File: config.mk
export PLATFORM = sky130hd
export DESIGN_NAME = tbat_cell
export DESIGN_NICKNAME = d
export VERILOG_FILES = /design/src/design/tbat_pkg.sv /design/src/design/tbat_cell.sv
export SDC_FILE = /design/constraint.sdc
export NUM_CORES = 1
export LEC_CHECK = 0
export ABC_AREA = 1
export BUFFER_PORTS_ARGS = -buffer_cell sky130_fd_sc_hd__buf_2
export CAP_MARGIN = 20
export CORE_MARGIN = 4
export CORE_UTILIZATION = 30
export CTS_BUF_LIST = sky130_fd_sc_hd__clkbuf_4 sky130_fd_sc_hd__clkbuf_8
export DETAILED_ROUTE_END_ITERATION = 12
export GPL_TIMING_DRIVEN = 0
export SETUP_SLACK_MARGIN = 0.05
export SYNTH_ARGS = -nofsm -noshare
export SYNTH_HDL_FRONTEND = slang
export SYNTH_SLANG_ARGS = --single-unit
File: constraint.sdc
create_clock -name clock -period 2.2 [get_ports clock]
set_input_delay 0.44 -clock clock [delete_from_list [all_inputs] [get_ports clock]]
set_output_delay 0.44 -clock clock [all_outputs]
set_load 0.005 [all_outputs]
File: src/design/tbat_pkg.sv
package tbat_pkg;
   localparam int QUEUE_DEPTH = 64;
   localparam int IDX_W = $clog2(QUEUE_DEPTH);
   localparam int CNT_W = IDX_W + 1;

   localparam logic [2:0] ST_OK        = 3'd0;
   localparam logic [2:0] ST_BUF_FULL  = 3'd1;
   localparam logic [2:0] ST_EMPTY     = 3'd2;
   localparam logic [2:0] ST_NOT_FOUND = 3'd3;
   localparam logic [2:0] ST_STALE     = 3'd4;
   localparam logic [2:0] ST_Q_FULL    = 3'd5;

   localparam logic [1:0] ACT_ADD  = 2'd0;
   localparam logic [1:0] ACT_SEND = 2'd1;
   localparam logic [1:0] ACT_ACK  = 2'd2;
   localparam logic [1:0] ACT_RETX = 2'd3;

   localparam logic [1:0] KIND_NONE     = 2'd0;
   localparam logic [1:0] KIND_IN_ORDER = 2'd1;
   localparam logic [1:0] KIND_OUT_ORD  = 2'd2;

   typedef struct packed {
      logic        shift;
      logic        load;
      logic [31:0] data;
   } cell_ctl_type;
endpackage

File: src/design/tbat_cell.sv
module tbat_cell
   import tbat_pkg::*;
(
   input  logic         clock,
   input  cell_ctl_type ctl,
   input  logic [31:0]  nbr_id,
   output logic [31:0]  id
);
   logic [31:0] id_ff, id_in;

   always_comb begin
      id_in = id_ff;
      if (ctl.load) begin
         id_in = ctl.data;
      end else if (ctl.shift) begin
         id_in = nbr_id;
      end
   end

   always_ff @(posedge clock) begin
      id_ff <= id_in;
   end

   assign id = id_ff;
endmodule

==> flow_metrics.py <==
metrics = {
    "floorplanning": {
        "io_pins": 99,
        "die_y_um": 76.35,
        "core-area_um2": 4444,
        "dieArea_um2": 5829,
        "die_x_um": 76.35,
        "initial_utilization": 0.3153,
        "num_rows": 24,
    },
    "detailed_routing": {
        "ant_nets": 0,
        "drt_iter0_drc": 55,
        "via_count": 1219,
        "drc": 0,
        "drt-total-wl_um": 3598,
        "wl_per_cell_um": 12.28,
        "dr.pass1.iters": 5,
        "viasPerCell": 4.160,
    },
    "yosys": {
        "synth_area_leaders": "edfxtp_1 69%, nand2_1 26%, buf_6 3.2%, buf_4 1.6%, inv_4 0.45%",
        "ys_warn_count": 0,
        "netlist.area_leader.share": 0.6857,
        "ys_async_sr_fraction": 0,
        "synthTopCellsByCount": "96 x nand2_1, 32 x edfxtp_1, 4 x buf_6",
        "synth-seq-cells": 32,
        "yosysSeqAreaShare": 0.6857,
        "synth.avg_cell_area_um2": 10.23,
        "yosysUniqueCellTypes": 6,
        "yosysTopAreaCell": "edfxtp_1",
        "synth.most_common_cell": "nand2_1",
        "synth_edf_count": 32,
        "synthesis.area_um2": 1401,
        "ys.flop_type": "edfxtp_1",
        "syn_nets": 204,
        "synthCells": 137,
    },
    "cells_and_area": {
        "final_area_um2": 2028,
        "drive_gt1_frac": 0.4606,
        "nFillCells": 449,
        "largest_register_ffs": 32,
        "multiInputGateArea_um2": 366.6,
        "finalCoreUtilization": 0.4564,
        "antenna_cells": 0,
        "seq_area_um2": 960.9,
        "fin_nets": 308,
        "syn2layout_area_growth_pct": 44.73,
        "instances_no_fill": 293,
    },
    "placement": {
        "dpl.cell_count": 286,
        "place_hpwl_um": 2735,
        "place_area_um2": 1952,
        "place_congestion": 0.7050,
        "pre_cts_slack_ns": 0.6031,
        "portBuffers": 97,
    },
    "timing": {
        "finalSetupTns_ns": 0,
        "setup_viol": 0,
        "hold_violations": 0,
        "fin_crit_sh": 0.5818,
        "finalMaxSlewViolations": 0,
        "slew-limit-headroom": 0.4803,
        "fmax_mhz": 781.3,
        "final.setup.worst_slack_ns": 0.9201,
        "rsz0062_at_grt": "no",
        "worst_slew_pin_slew_ns": 0.7796,
        "layout_min_cycle_time_ns": 1.280,
    },
    "setup_path": {
        "cp_data_required_time_ns": 2.10,
        "crit_type": "in2reg",
        "setup.worst_path.end_class": "flop",
        "path_buf_inv": 1,
        "cp_top_family": "simple AND/OR/NAND/NOR gates",
        "critPathLaunchType": "input pin",
        "crit_chain": "buf_6, or2_2",
        "cp.arrival_ns": 1.18,
        "critPathMaxStageDelay_ns": 0.63,
        "cpMaxStageDelayCell": "or2_2",
        "crit_fanout": 32,
    },
    "clocking": {
        "clock-root-buffer": "clkbuf_8",
        "cts_hold_buffers": 0,
        "ctsLongestPathBuffers": 2,
        "clkTransAtPathRegs_ns": 0.06,
        "cts_sinks": 32,
        "ctsResizeCount": 0,
        "postCtsSetupBuffers": 0,
        "tritoncts": "yes",
        "cts_made_buffers": 5,
        "h-tree-depth": 2,
    },
    "global_routing": {
        "antenna_found_initial": 0,
        "grt_max_degree": 33,
        "grt_overflow": 0,
        "grt.total_usage": 0.1227,
        "grt_pass1_vias": 1197,
        "grt_pass1_wl_um": 5623,
    },
    "worst_hold_path": {
        "hp-class": "in2reg",
    },
    "power_and_ir_drop": {
        "power_density_nw_per_um2": 685.1,
        "ir_worst_vdd_mv": 0.3003,
        "leakage_nw": 1.081,
    },
    "flow_run": {
        "cap_violations": 0,
    },
    "status": {
        "status": "finished, final reports clean",
    },
}
placed cells by master (no fill, tap or decap):
| cell | n |
|---|---|
| inv_4 | 1 |
| or2_2 | 1 |
| buf_2 | 97 |
| clkbuf_8 | 5 |
| edfxtp_1 | 32 |
| clkinv_1 | 2 |
| buf_6 | 4 |
| nand2_1 | 96 |
| buf_4 | 3 |
area by class of cell:
class	instances	area share
Clock buffer	5	0.03393
Clock inverter	2	0.003701
Multi-Input combinational cell	97	0.1808
Buffer	7	0.03331
Timing Repair Buffer	97	0.2394
Tap cell	52	0.03208
Sequential cell	32	0.4738
Inverter	1	0.003085
per-stage QoR:
step           total power [mW]  hold WS [ns]
2_1_floorplan            0.8610        0.6186
3_3_place_gp             0.9973        0.7044
3_5_place_dp              1.002        0.7060
4_1_cts                   1.416        0.4124
5_1_grt                   1.466        0.4292
6_report                  1.390        0.4294
path summary, 6_finish.rpt:
check	start	end	slack (ns)	cells after the start
worst max-delay path	ctl[32]	id[4]	0.92	2
worst min-delay path	nbr_id[22]	id[22]	0.43	3
per-layer routing:
layer | routed length [µm] | GRT usage | part of all wire
met1 | 1384 | 0.1301 | 0.38
met2 | 1873 | 0.2223 | 0.52
met3 | 299 | 0.04137 | 0.083
met4 | 41 | 0.04891 | 0.011
met5 | 0 | 0 | 0
power breakdown:
part | internal (mW) | switching [mW] | leakage, nW
Clock | 0.208 | 0.198 | 0.0391
Sequential | 0.749 | 0.0147 | 0.330
Combinational | 0.113 | 0.106 | 0.712
cells by family (layout without fill, tap and decap cells):
group	count (synthesis)	after routing	synth area share
DFF	32	32	0.6857
buffers and inverters	8	112	0.05268
and+or+nand+nor	97	97	0.2616
Note: power is estimated with default switching activity, not from simulation.
